===== src/rtl/core/pidc_pkg.sv =====
// ----------------------------------------------------------------------------
// pidc_pkg
// Shared types, widths and helpers of the clamped PID controller.
// ----------------------------------------------------------------------------
package pidc_pkg;

    localparam int VALUE_WIDTH_DEF = 32;
    localparam int FRAC_BITS_DEF   = 16;

    localparam int DATA_W  = 32;   // error, gains, integral, output
    localparam int LIM_W   = 31;
    localparam int DT_W    = 16;
    localparam int DT_FRAC = 16;
    localparam int MUL_A_W = 32;   // multiplier operand, stepped one bit a cycle
    localparam int MUL_B_W = 49;   // multiplicand magnitude
    localparam int PROD_W  = MUL_A_W + MUL_B_W;
    localparam int DIVD_W  = 49;   // |diff| << DT_FRAC
    localparam int SUM_W   = 64;
    localparam int TERM_CAP_BIT = 60;
    localparam int IDX_W   = 3;

    localparam logic [IDX_W-1:0] REG_PROP_GAIN  = 3'd0;
    localparam logic [IDX_W-1:0] REG_INTEG_GAIN = 3'd1;
    localparam logic [IDX_W-1:0] REG_DERIV_GAIN = 3'd2;
    localparam logic [IDX_W-1:0] REG_INTEG_LIM  = 3'd3;
    localparam logic [IDX_W-1:0] REG_OUT_LIM    = 3'd4;

    localparam logic OP_UPDATE = 1'b0;
    localparam logic OP_CLEAR  = 1'b1;

    typedef enum logic [6:0] {
        ST_IDLE   = 7'b0000001,
        ST_MUL_ET = 7'b0000010,
        ST_DIV    = 7'b0000100,
        ST_MUL_P  = 7'b0001000,
        ST_MUL_I  = 7'b0010000,
        ST_MUL_D  = 7'b0100000,
        ST_FIN    = 7'b1000000
    } state_t;

    // symmetric clamp of a wide signed value to +/-lim
    function automatic logic signed [DATA_W-1:0] clamp_sym(
        input logic signed [SUM_W-1:0] v,
        input logic [LIM_W-1:0]        lim
    );
        logic signed [SUM_W-1:0] lim_w;
        lim_w = $signed({{(SUM_W-LIM_W){1'b0}}, lim});
        if (v > lim_w)
            return $signed({1'b0, lim});
        else if (v < -lim_w)
            return -$signed({1'b0, lim});
        else
            return v[DATA_W-1:0];
    endfunction

endpackage


===== src/rtl/core/pidc_mul.sv =====
// ----------------------------------------------------------------------------
// pidc_mul
// Bit-serial unsigned shift-add multiplier, one operand bit per cycle.
// ----------------------------------------------------------------------------
module pidc_mul import pidc_pkg::*; #(
    parameter int A_W = MUL_A_W,
    parameter int B_W = MUL_B_W
) (
    input  logic                 clk,
    input  logic                 rst_n,
    input  logic                 start,
    input  logic [A_W-1:0]       a,
    input  logic [B_W-1:0]       b,
    output logic                 done,
    output logic [A_W+B_W-1:0]   prod
);
    localparam int CNT_W = $clog2(A_W + 1);

    logic [B_W-1:0]   hi_reg;
    logic [A_W-1:0]   lo_reg;
    logic [B_W-1:0]   b_reg;
    logic [CNT_W-1:0] cnt_reg;
    logic             busy_reg;
    logic             done_reg;
    logic [B_W:0]     sum_next;

    assign sum_next = {1'b0, hi_reg} + (lo_reg[0] ? {1'b0, b_reg} : '0);

    always_ff @(posedge clk or negedge rst_n)
    begin
        if (!rst_n)
        begin
            busy_reg <= 1'b0;
            done_reg <= 1'b0;
            cnt_reg  <= '0;
        end
        else
        begin
            done_reg <= 1'b0;
            if (start)
            begin
                busy_reg <= 1'b1;
                cnt_reg  <= CNT_W'(A_W);
            end
            else if (busy_reg)
            begin
                cnt_reg <= cnt_reg - 1'b1;
                if (cnt_reg == CNT_W'(1))
                begin
                    busy_reg <= 1'b0;
                    done_reg <= 1'b1;
                end
            end
        end
    end

    always_ff @(posedge clk)
    begin
        if (start)
        begin
            hi_reg <= '0;
            lo_reg <= a;
            b_reg  <= b;
        end
        else if (busy_reg)
        begin
            hi_reg <= sum_next[B_W:1];
            lo_reg <= {sum_next[0], lo_reg[A_W-1:1]};
        end
    end

    assign done = done_reg;
    assign prod = {hi_reg, lo_reg};

endmodule


===== src/rtl/core/pidc_div.sv =====
// ----------------------------------------------------------------------------
// pidc_div
// Restoring unsigned divider, one quotient bit per cycle.
// ----------------------------------------------------------------------------
module pidc_div import pidc_pkg::*; #(
    parameter int N_W = DIVD_W,
    parameter int D_W = DT_W
) (
    input  logic           clk,
    input  logic           rst_n,
    input  logic           start,
    input  logic [N_W-1:0] dividend,
    input  logic [D_W-1:0] divisor,
    output logic           done,
    output logic [N_W-1:0] quotient
);
    localparam int CNT_W = $clog2(N_W + 1);

    logic [N_W-1:0]   q_reg;
    logic [D_W-1:0]   rem_reg;
    logic [D_W-1:0]   dvs_reg;
    logic [CNT_W-1:0] cnt_reg;
    logic             busy_reg;
    logic             done_reg;
    logic [D_W:0]     rem_sh;
    logic             ge;
    logic [D_W:0]     rem_sub;

    assign rem_sh  = {rem_reg, q_reg[N_W-1]};
    assign ge      = rem_sh >= {1'b0, dvs_reg};
    assign rem_sub = rem_sh - {1'b0, dvs_reg};

    always_ff @(posedge clk or negedge rst_n)
    begin
        if (!rst_n)
        begin
            busy_reg <= 1'b0;
            done_reg <= 1'b0;
            cnt_reg  <= '0;
        end
        else
        begin
            done_reg <= 1'b0;
            if (start)
            begin
                busy_reg <= 1'b1;
                cnt_reg  <= CNT_W'(N_W);
            end
            else if (busy_reg)
            begin
                cnt_reg <= cnt_reg - 1'b1;
                if (cnt_reg == CNT_W'(1))
                begin
                    busy_reg <= 1'b0;
                    done_reg <= 1'b1;
                end
            end
        end
    end

    always_ff @(posedge clk)
    begin
        if (start)
        begin
            q_reg   <= dividend;
            rem_reg <= '0;
            dvs_reg <= divisor;
        end
        else if (busy_reg)
        begin
            // remainder stays below the divisor, so the top bit drops safely
            rem_reg <= ge ? rem_sub[D_W-1:0] : rem_sh[D_W-1:0];
            q_reg   <= {q_reg[N_W-2:0], ge};
        end
    end

    assign done     = done_reg;
    assign quotient = q_reg;

endmodule


===== src/rtl/core/pid_controller_clamped.sv =====
// Sequence: a clear or a zero time step goes straight to the finish state;
// an update makes four passes of the bit-serial multiplier plus one of the
// divider for the derivative, each started by a registered start pulse.
// Flow: one item at a time; the next transfer is taken the cycle after the
// result is handed to the output register.
// Reset: asynchronous active low; gains, limits, integral and last error clear to zero.
// ----------------------------------------------------------------------------
// pid_controller_clamped
// Fixed-point PID controller with integral clamp and output clamp.
// ----------------------------------------------------------------------------
module pid_controller_clamped import pidc_pkg::*; #(
    parameter int FRAC_BITS   = FRAC_BITS_DEF
) (
    input  logic                     clk,
    input  logic                     rst_n,
    // input channel
    input  logic                     in_valid,
    output logic                     in_stall,
    input  logic                     opcode,
    input  logic signed [DATA_W-1:0] error_sample,
    input  logic [DT_W-1:0]          time_step,
    // output channel
    output logic                     out_valid,
    input  logic                     out_stall,
    output logic signed [DATA_W-1:0] control_out,
    output logic                     step_rejected,
    // configuration
    input  logic                     cfg_valid,
    output logic                     cfg_ready,
    input  logic [IDX_W-1:0]         cfg_index,
    input  logic [DATA_W-1:0]        cfg_data
);
    localparam logic [DIVD_W-1:0] DLIM = DIVD_W'(1) << (VALUE_WIDTH_DEF - 1);
    localparam logic [PROD_W-1:0] TERM_CAP = PROD_W'(1) << TERM_CAP_BIT;

    state_t                    state_reg;
    logic signed [DATA_W-1:0]  prop_gain_reg, integ_gain_reg, deriv_gain_reg;
    logic [LIM_W-1:0]          integ_lim_reg, out_lim_reg;
    logic signed [DATA_W-1:0]  integ_reg, last_reg;
    logic signed [DATA_W-1:0]  err_reg;
    logic [DT_W-1:0]           dt_reg;
    logic [MUL_B_W-1:0]        deriv_mag_reg;
    logic                      deriv_neg_reg;
    logic                      diff_neg_reg;
    logic signed [SUM_W-1:0]   sum_reg;
    logic signed [DATA_W-1:0]  res_val_reg;
    logic                      res_rej_reg;
    logic                      out_valid_reg;
    logic signed [DATA_W-1:0]  out_val_reg;
    logic                      out_rej_reg;

    logic                      mul_start_reg;
    logic [MUL_A_W-1:0]        mul_a_reg;
    logic [MUL_B_W-1:0]        mul_b_reg;
    logic                      term_neg_reg;
    logic                      mul_done;
    logic [PROD_W-1:0]         mul_prod;

    logic                      div_start_reg;
    logic [DIVD_W-1:0]         div_n_reg;
    logic                      div_done;
    logic [DIVD_W-1:0]         div_q;

    logic                      in_xfer;
    logic                      cfg_xfer;

    // combinational helpers
    logic signed [48:0]        et_signed;
    logic signed [32:0]        et_shift;
    logic signed [SUM_W-1:0]   integ_sum;
    logic signed [DATA_W-1:0]  integ_new;
    logic signed [32:0]        diff;
    logic [32:0]               diff_mag;
    logic [DIVD_W-1:0]         dq_sat;
    logic [PROD_W-1:0]         prod_sh;
    logic [TERM_CAP_BIT:0]     term_mag;
    logic signed [SUM_W-1:0]   term;
    logic signed [SUM_W-1:0]   sum_next;
    logic [MUL_A_W-1:0]        err_mag;
    logic [MUL_A_W-1:0]        ig_mag;
    logic [MUL_A_W-1:0]        dg_mag;
    logic [MUL_A_W-1:0]        integ_mag;
    logic signed [DATA_W-1:0]  clamp_in;

    pidc_mul #(
        .A_W (MUL_A_W),
        .B_W (MUL_B_W)
    ) u_mul (
        .clk   (clk),
        .rst_n (rst_n),
        .start (mul_start_reg),
        .a     (mul_a_reg),
        .b     (mul_b_reg),
        .done  (mul_done),
        .prod  (mul_prod)
    );

    pidc_div #(
        .N_W (DIVD_W),
        .D_W (DT_W)
    ) u_div (
        .clk      (clk),
        .rst_n    (rst_n),
        .start    (div_start_reg),
        .dividend (div_n_reg),
        .divisor  (dt_reg),
        .done     (div_done),
        .quotient (div_q)
    );

    assign in_stall  = (state_reg != ST_IDLE);
    assign in_xfer   = in_valid && !in_stall;
    assign cfg_ready = 1'b1;
    assign cfg_xfer  = cfg_valid && cfg_ready;

    assign err_mag   = err_reg[DATA_W-1] ? MUL_A_W'(-err_reg) : MUL_A_W'(err_reg);
    assign ig_mag    = integ_gain_reg[DATA_W-1] ? MUL_A_W'(-integ_gain_reg)
                                                : MUL_A_W'(integ_gain_reg);
    assign dg_mag    = deriv_gain_reg[DATA_W-1] ? MUL_A_W'(-deriv_gain_reg)
                                                : MUL_A_W'(deriv_gain_reg);
    assign integ_mag = integ_reg[DATA_W-1] ? MUL_A_W'(-integ_reg) : MUL_A_W'(integ_reg);

    // e * dt with floor shift
    always_comb
    begin
        et_signed = $signed({1'b0, mul_prod[47:0]});
        if (err_reg[DATA_W-1])
            et_signed = -et_signed;
        et_shift  = et_signed[48:DT_FRAC];
        integ_sum = SUM_W'(integ_reg) + SUM_W'(et_shift);
        integ_new = clamp_sym(integ_sum, integ_lim_reg);
    end

    assign diff     = 33'(err_reg) - 33'(last_reg);
    assign diff_mag = diff[32] ? 33'(-diff) : 33'(diff);

    always_comb
    begin
        if (diff_neg_reg)
            dq_sat = (div_q > DLIM) ? DLIM : div_q;
        else
            dq_sat = (div_q > DLIM - 1'b1) ? DLIM - 1'b1 : div_q;
    end

    // gain term: >> FRAC_BITS toward zero, magnitude capped
    always_comb
    begin
        prod_sh  = mul_prod >> FRAC_BITS;
        term_mag = (prod_sh > TERM_CAP) ? TERM_CAP[TERM_CAP_BIT:0]
                                        : prod_sh[TERM_CAP_BIT:0];
        term     = $signed({{(SUM_W-TERM_CAP_BIT-1){1'b0}}, term_mag});
        if (term_neg_reg)
            term = -term;
        sum_next = sum_reg + term;
        clamp_in = clamp_sym(sum_next, out_lim_reg);
    end

    always_ff @(posedge clk or negedge rst_n)
    begin
        if (!rst_n)
        begin
            state_reg      <= ST_IDLE;
            prop_gain_reg  <= '0;
            integ_gain_reg <= '0;
            deriv_gain_reg <= '0;
            integ_lim_reg  <= '0;
            out_lim_reg    <= '0;
            integ_reg      <= '0;
            last_reg       <= '0;
            mul_start_reg  <= 1'b0;
            div_start_reg  <= 1'b0;
            out_valid_reg  <= 1'b0;
        end
        else
        begin
            mul_start_reg <= 1'b0;
            div_start_reg <= 1'b0;

            if (out_valid_reg && !out_stall)
                out_valid_reg <= 1'b0;

            if (cfg_xfer)
            begin
                unique case (cfg_index)
                    REG_PROP_GAIN:  prop_gain_reg  <= cfg_data;
                    REG_INTEG_GAIN: integ_gain_reg <= cfg_data;
                    REG_DERIV_GAIN: deriv_gain_reg <= cfg_data;
                    REG_INTEG_LIM:
                    begin
                        integ_lim_reg <= cfg_data[LIM_W-1:0];
                        integ_reg     <= clamp_sym(SUM_W'(integ_reg), cfg_data[LIM_W-1:0]);
                    end
                    REG_OUT_LIM:    out_lim_reg    <= cfg_data[LIM_W-1:0];
                    default: ;
                endcase
            end

            unique case (state_reg)
                ST_IDLE:
                begin
                    if (in_xfer)
                    begin
                        if (opcode == OP_CLEAR)
                        begin
                            integ_reg <= '0;
                            last_reg  <= '0;
                            state_reg <= ST_FIN;
                        end
                        else if (time_step == '0)
                            state_reg <= ST_FIN;
                        else
                        begin
                            mul_start_reg <= 1'b1;
                            state_reg     <= ST_MUL_ET;
                        end
                    end
                end
                ST_MUL_ET:
                begin
                    if (mul_done)
                    begin
                        integ_reg     <= integ_new;
                        div_start_reg <= 1'b1;
                        state_reg     <= ST_DIV;
                    end
                end
                ST_DIV:
                begin
                    if (div_done)
                    begin
                        last_reg      <= err_reg;
                        mul_start_reg <= 1'b1;
                        state_reg     <= ST_MUL_P;
                    end
                end
                ST_MUL_P:
                begin
                    if (mul_done)
                    begin
                        mul_start_reg <= 1'b1;
                        state_reg     <= ST_MUL_I;
                    end
                end
                ST_MUL_I:
                begin
                    if (mul_done)
                    begin
                        mul_start_reg <= 1'b1;
                        state_reg     <= ST_MUL_D;
                    end
                end
                ST_MUL_D:
                begin
                    if (mul_done)
                        state_reg <= ST_FIN;
                end
                ST_FIN:
                begin
                    if (!out_valid_reg || !out_stall)
                    begin
                        out_valid_reg <= 1'b1;
                        state_reg     <= ST_IDLE;
                    end
                end
                default: state_reg <= ST_IDLE;
            endcase
        end
    end

    // datapath registers
    always_ff @(posedge clk)
    begin
        unique case (state_reg)
            ST_IDLE:
            begin
                if (in_xfer)
                begin
                    err_reg     <= error_sample;
                    dt_reg      <= time_step;
                    sum_reg     <= '0;
                    res_val_reg <= '0;
                    res_rej_reg <= (opcode == OP_UPDATE) && (time_step == '0);
                    mul_a_reg   <= error_sample[DATA_W-1] ? MUL_A_W'(-error_sample)
                                                          : MUL_A_W'(error_sample);
                    mul_b_reg   <= MUL_B_W'(time_step);
                end
            end
            ST_MUL_ET:
            begin
                if (mul_done)
                begin
                    div_n_reg    <= {diff_mag, {DT_FRAC{1'b0}}};
                    diff_neg_reg <= diff[32];
                end
            end
            ST_DIV:
            begin
                if (div_done)
                begin
                    deriv_mag_reg <= MUL_B_W'(dq_sat);
                    deriv_neg_reg <= diff_neg_reg;
                    mul_a_reg     <= prop_gain_reg[DATA_W-1] ? MUL_A_W'(-prop_gain_reg)
                                                             : MUL_A_W'(prop_gain_reg);
                    mul_b_reg     <= MUL_B_W'(err_mag);
                    term_neg_reg  <= prop_gain_reg[DATA_W-1] ^ err_reg[DATA_W-1];
                end
            end
            ST_MUL_P:
            begin
                if (mul_done)
                begin
                    sum_reg      <= sum_next;
                    mul_a_reg    <= ig_mag;
                    mul_b_reg    <= MUL_B_W'(integ_mag);
                    term_neg_reg <= integ_gain_reg[DATA_W-1] ^ integ_reg[DATA_W-1];
                end
            end
            ST_MUL_I:
            begin
                if (mul_done)
                begin
                    sum_reg      <= sum_next;
                    mul_a_reg    <= dg_mag;
                    mul_b_reg    <= deriv_mag_reg;
                    term_neg_reg <= deriv_gain_reg[DATA_W-1] ^ deriv_neg_reg;
                end
            end
            ST_MUL_D:
            begin
                if (mul_done)
                    res_val_reg <= clamp_in;
            end
            ST_FIN:
            begin
                if (!out_valid_reg || !out_stall)
                begin
                    out_val_reg <= res_val_reg;
                    out_rej_reg <= res_rej_reg;
                end
            end
            default: ;
        endcase
    end

    assign out_valid     = out_valid_reg;
    assign control_out   = out_val_reg;
    assign step_rejected = out_rej_reg;

endmodule

===== config.mk =====
export PLATFORM = sky130hd
export DESIGN_NAME = pid_controller_clamped
export DESIGN_NICKNAME = d
export VERILOG_FILES = /design/src/rtl/core/pidc_pkg.sv /design/src/rtl/core/pidc_mul.sv /design/src/rtl/core/pidc_div.sv /design/src/rtl/core/pid_controller_clamped.sv
export SDC_FILE = /design/constraint.sdc
export NUM_CORES = 2
export LEC_CHECK = 0
export ABC_AREA = 1
export BUFFER_PORTS_ARGS = -buffer_cell sky130_fd_sc_hd__buf_2
export CAP_MARGIN = 30
export CORE_UTILIZATION = 40
export CTS_CLUSTER_SIZE = 16
export DETAILED_ROUTE_END_ITERATION = 7
export GPL_TIMING_DRIVEN = 1
export PLACE_DENSITY = 0.57
export RECOVER_POWER = 50
export SETUP_SLACK_MARGIN = 0.15
export SYNTH_ARGS = -nofsm -noshare
export SYNTH_HDL_FRONTEND = slang
export SYNTH_SLANG_ARGS = --single-unit

===== constraint.sdc =====
create_clock -name clk -period 10.05 [get_ports clk]
set_clock_uncertainty 0.15 [all_clocks]
set_input_delay 3.015 -clock clk [delete_from_list [all_inputs] [get_ports clk]]
set_output_delay 3.015 -clock clk [all_outputs]
set_load 0.02 [all_outputs]

# Word level (Yosys, flattened, before mapping)
# Cells that the tools add are included.
# totals
in_bits	89
elab_cells	221
ff_bits	803
out_inout_bits	36
# classes
bitwise	4
reduce_logical	32
n_eq_ne	23
addsub	22
n_lt_le_gt_ge	10
mux	91
# op_table
cell	count
$mux 32	29
$mux 49	11
$pmux 49 s4	1
$mux 64	3
$neg 31->64	3
$neg 32->32	6
$pmux 32 s2	3
$pmux 32 s4	1
$pmux 64 s2	1
$neg 31->32	3
$gt 65x61->1 const B	1
$add 64x64->64	1
$gt 64x32->1	1
$lt 32x64->1	1
$lt 34x64->1	1
$lt 64x64->1	1
$neg 61->64	1
$mux 7	9
$mux 61	1
$add 49x50->50	1
$gt 49x31->1 const B	1
$gt 49x32->1 const B	1
$neg 48->49	1
$pmux 7 s7	1
42 further kinds	99

# Longest topological paths before layout
# logic_depth
word_depth	10
ltp_mapped	57
ltp_nobuf	51

# Cells and area by module
# From an unflattened synthesis, not the netlist that was laid out.
# unflattened
hier_cells	9062
area_unflattened_um2	64144.0
# modules_own_cells
mod	n_inst	cells_per_inst	area_per_inst_um2	seq_area_each_um2
pid_controller_clamped	1	7006	49762.7	16136.7
pidc_mul	1	1464	9510.4	3613.5
pidc_div	1	592	4870.9	2472.4

# Worst setup path after synthesis
# Ideal clock, no wire load.
# synth_path
kind	input to register
startpoint	in in_valid
endpoint	reg mul_a_reg[0] (enable)
arrival_ns	9.150
setup_ns	0.641
path_stages	4
path_buffers	0
path_slack_ns	0.109
t_required_ns	9.259
cell_sequence	nor2_1 inv_1 nand2_1 a211oi_1
# synth_between
elab_chain_cells	3
# synth_lines
element	line	text
start: declaration	pid_controller_clamped.sv:17	input logic in_valid,
$logic_and 1x1->1	pid_controller_clamped.sv:112	assign in_xfer = in_valid && !in_stall;
$ne 2x2->1 (no line)	-	
$reduce_and 5->1 (no line)	-	
end signal: assignment	pid_controller_clamped.sv:283	mul_a_reg <= error_sample[DATA_W-1] ? MUL_A_W'(-error_sample)
end signal: assignment	pid_controller_clamped.sv:302	mul_a_reg <= prop_gain_reg[DATA_W-1] ? MUL_A_W'(-prop_gain_reg)
end signal: assignment	pid_controller_clamped.sv:313	mul_a_reg <= ig_mag;
end: declaration	pid_controller_clamped.sv:53	logic [MUL_A_W-1:0] mul_a_reg;
# No other way between the ends.
# A chain may end at the register's enable or synchronous reset.

# Worst setup path after layout
# layout_path
startpoint	reg u_mul.lo_reg[20]
endpoint	reg res_val_reg[0], data pin
# layout_between
elab_chain_cells	10
word_cells_on_any_way	11
cone_classes	2 x add/sub; 3 x order compare; 6 x mux
# layout_lines
element	line	text
start: declaration	pidc_mul.sv:20	logic [A_W-1:0] lo_reg;
start signal: assignment	pidc_mul.sv:68	lo_reg <= {sum_next[0], lo_reg[A_W-1:1]};
$gt 65x61->1	pid_controller_clamped.sv:149	term_mag = (prod_sh > TERM_CAP) ? TERM_CAP[TERM_CAP_BIT:0]
$mux 61 *	pid_controller_clamped.sv:149	
$neg 61->64	pid_controller_clamped.sv:153	term = -term;
$mux 64 *	pid_controller_clamped.sv:152	if (term_neg_reg)
$add 64x64->64 *	pid_controller_clamped.sv:154	sum_next = sum_reg + term;
named net sum_next[63]	pid_controller_clamped.sv:78	logic signed [SUM_W-1:0] sum_next;
$lt 64x64->1	pidc_pkg.sv:50	else if (v < -lim_w)
$mux 32	pidc_pkg.sv:50	
$mux 32 *	pidc_pkg.sv:48	if (v > lim_w)
$mux 32 *	pid_controller_clamped.sv:330	if (mul_done)
$pmux 32 s2 *	pid_controller_clamped.sv:273	unique case (state_reg)
end signal: assignment	pid_controller_clamped.sv:331	res_val_reg <= clamp_in;
end: declaration	pid_controller_clamped.sv:46	logic signed [DATA_W-1:0] res_val_reg;
# Mark *: on every way through the listed nets, which the timed path passes. The rest lies on a longest branch. The select of a mux whose other input is x is not followed.

==> results.toml <==
[timing]
fmaxAchievable_mhz = 112
final.setup.worst_slack_ps = 1130
period_needed_ps = 8920
rsz0062_at_grt = "false"
fin_crit_sh_pct = 88.8
fin_tns_setup_ps = 0
maxSlewHeadroom_pct = -173
setup_viol = 0
hold_violations = 0
slew_viol_final = 1006
tightestPinTransition_ps = 4100

[detailed_routing]
initialDrtViolationCount = 4985
vias = 58300
vias_per_cell = 5.54
met2_length_mm = 103
wl_mm = 232
drcViolationCount = 0
drt-met1-wl_mm = 102
routed.top_layer = "met5"
drt_first_pass_iters = 7
met3_length_mm = 16.1
postRouteAntennaNets = 0
wl_per_cell_um = 22.0

[clock_tree]
numCtsBuffers = 95
cts_buffer_depth = 3
clk_pin_slew_worst_paths_ps = 70
cts_num_sinks = 803
holdBufCountCts = 0
cts_tree = "built"
htreeDepth = 3
cts-root-buf = "clkbuf_16"
ctsResizeCount = 0
cts_setup_buffers = 0
clk-insertion-delay-late_ps = 740

[floorplan]
placementRows = 143
start_util_pct = 40.4
io_pins = 125
die-area_um2 = 156000
chipWidth_um = 394
fp.dieH_um = 394
core_um2 = 152000

[worst_setup_path]
critical_path.startpoint_type = "register"
worst-path-buf-inv = 7
cp_slowest_stage_delay_ps = 480
reg2reg_from = "u_mul.lo_reg[20]"
cp.arrival_ps = 9240
critPathMaxFanout = 60
cp.required_ps = 10370
startpoint = "u_mul.lo_reg[20]"
cp-end-kind = "register"
crit_family = "simple AND/OR/NAND/NOR gates"
path_class = "reg -> reg"
slowest_stage = "edfxtp_1"
cpMostUsedCell = "nand2_1"

[pwr]
p_int_uw = 10600
clockPowerShare_pct = 16.8
switching_share_pct = 51.3
p_comb_share_pct = 58.6
switchingPower_uw = 11100
ir_drop_mv = 0.207
p_leak_uw = 0.0309
p_per_area_nw_per_um2 = 321
seqPwrFrac_pct = 24.6

[logic_synthesis]
synth_most_common_cell = "nand2_1"
syn_inst = 8321
synth_common_cells = "1,773 x nand2_1, 1,109 x inv_1, 922 x nor2_1, 664 x o21ai_0, 552 x a21oi_1"
netlist.area_leader.share_pct = 23.9
synthDistinctLibCells = 80
yosysWarningCount = 0
async_flop_share_pct = 30.9
syn_area_um2 = 61600
ys_ff_latch = 803
yosysTopAreaCell = "edfxtp_1"
yosysSeqAreaShare_pct = 36.1
synthFlopType = "edfxtp_1"
synthTopCellsByArea = "edfxtp_1 24%, nand2_1 11%, dfrtp_1 10%, ha_1 9.9%, inv_1 6.8%"
avgSynthCellArea_um2 = 7.40
synth_edf_count = 490

[layout]
largest_reg_flops = 64
drive_gt1_share_pct = 5.05
fin_nets = 8984
seq_area_um2 = 22200
syn2layout_area_growth_pct = 9.85
nFillCells = 15800
multiInputGateArea_um2 = 34300

[place]
place_ws_ps = 1180
numPortBuffers = 123
dp_hpwl_mm = 183
gp_congestion = 0.989

[grt]
gr-total-overflow = 0
antenna_found_initial = 21
grt_first_pass_wirelength_mm = 344
grt_pass1_vias = 55000
track_usage_pct = 29.1
grt_max_degree = 132

[outcome]
outcome = "finished with violations"
failed_checks = "capacitance limit, slew limit"

[min_path]
hp-class = "reg -> reg"
hp-start = "res_val_reg[29]"

[job]
cap_violations = 18
area by class of cell:
| type | instances | area share [%] |
|---|---|---|
| diodes | 9 | 0.0333 |
| clock buffers | 124 | 3.81 |
| repair buffers | 196 | 1.59 |
| well taps | 2030 | 3.75 |
| inverters | 1142 | 6.34 |
| clock inverters | 53 | 0.966 |
| flip-flops and latches | 803 | 32.9 |
| multi-input cells | 6163 | 50.6 |
metrics by stage:
stage,area (um2),power [uW],cells,utilization [%],hold slack [ps]
6_report,67600,21700,10500,44.4,252
5_1_grt,67600,23400,10500,44.4,260
4_1_cts,67800,21600,10500,44.5,255
3_5_place_dp,64500,17800,10300,42.3,255
3_3_place_gp,64500,17800,10300,42.3,251
2_1_floorplan,61600,13800,8337,-,250
worst paths after layout:
kind,end,slack [ps],cells after the start
max reg2reg,res_val_reg[0],1130,47
min reg2reg,control_out[29],250,0
max in group asynchronous,integ_reg[31],1320,2
min in group asynchronous,u_div.cnt_reg[2],3260,1
min,control_out[29],250,0
max,res_val_reg[0],1130,47
routing by layer:
metal  global-route usage (%)  vias up
met1                     39.5    27500
li1                         -    28300
met3                     4.31      448
met5                        0        -
met2                     46.1     2113
met4                     12.0       16
layout by cell type, fill, tap and decap left out, drive strengths merged, types with 39 or more instances in the layout:
master / netlist / layout
nand3: 478 / 478
buf: 47 / 129
inv: 1126 / 1129
dfxtp: 65 / 65
clkbuf: 182 / 190
nor4: 72 / 72
xor2: 268 / 268
o21ai: 687 / 687
nand4: 150 / 150
o22ai: 39 / 39
a21oi: 557 / 557
nand2: 1794 / 1794
dfrtp: 247 / 247
xnor2: 49 / 49
nor2: 942 / 942
ha: 489 / 489
edfxtp: 490 / 490
nor3: 212 / 212
o211ai: 61 / 61
a31oi: 45 / 45
clkinv: 16 / 50
power by group through the flow:
stage | clock, uW | sequential (uW) | combinational [uW]
finish | 3640 | 5330 | 12700
global route | 3820 | 5420 | 14100
CTS | 3710 | 5310 | 12600
detailed placement | 0 | 5360 | 12500
global placement | 0 | 5340 | 12400
floorplan | 0 | 5120 | 8710
cell families (layout without fill, tap and decap cells):
logic type	after synthesis	in the layout	share of synthesized area, %
fa+ha+maj	494	494	10.1
other cells	2	27	0.0122
buf+inv	1371	1515	8.54
flops	803	803	36.1
xor+xnor	317	317	4.52
compound gates	1611	1611	14.7
simple gates	3723	3723	26.0
worst register-to-register path, delay by kind of cell (launching register included):
| family | cells | cell delay (ps) |
|---|---|---|
| xor+xnor | 1 | 100 |
| simple gates | 32 | 5350 |
| buf+inv | 7 | 970 |
| flops | 1 | 480 |
| fa+ha+maj | 3 | 1080 |
| compound gates | 4 | 500 |
No activity file was read; power rests on OpenSTA's default activity.
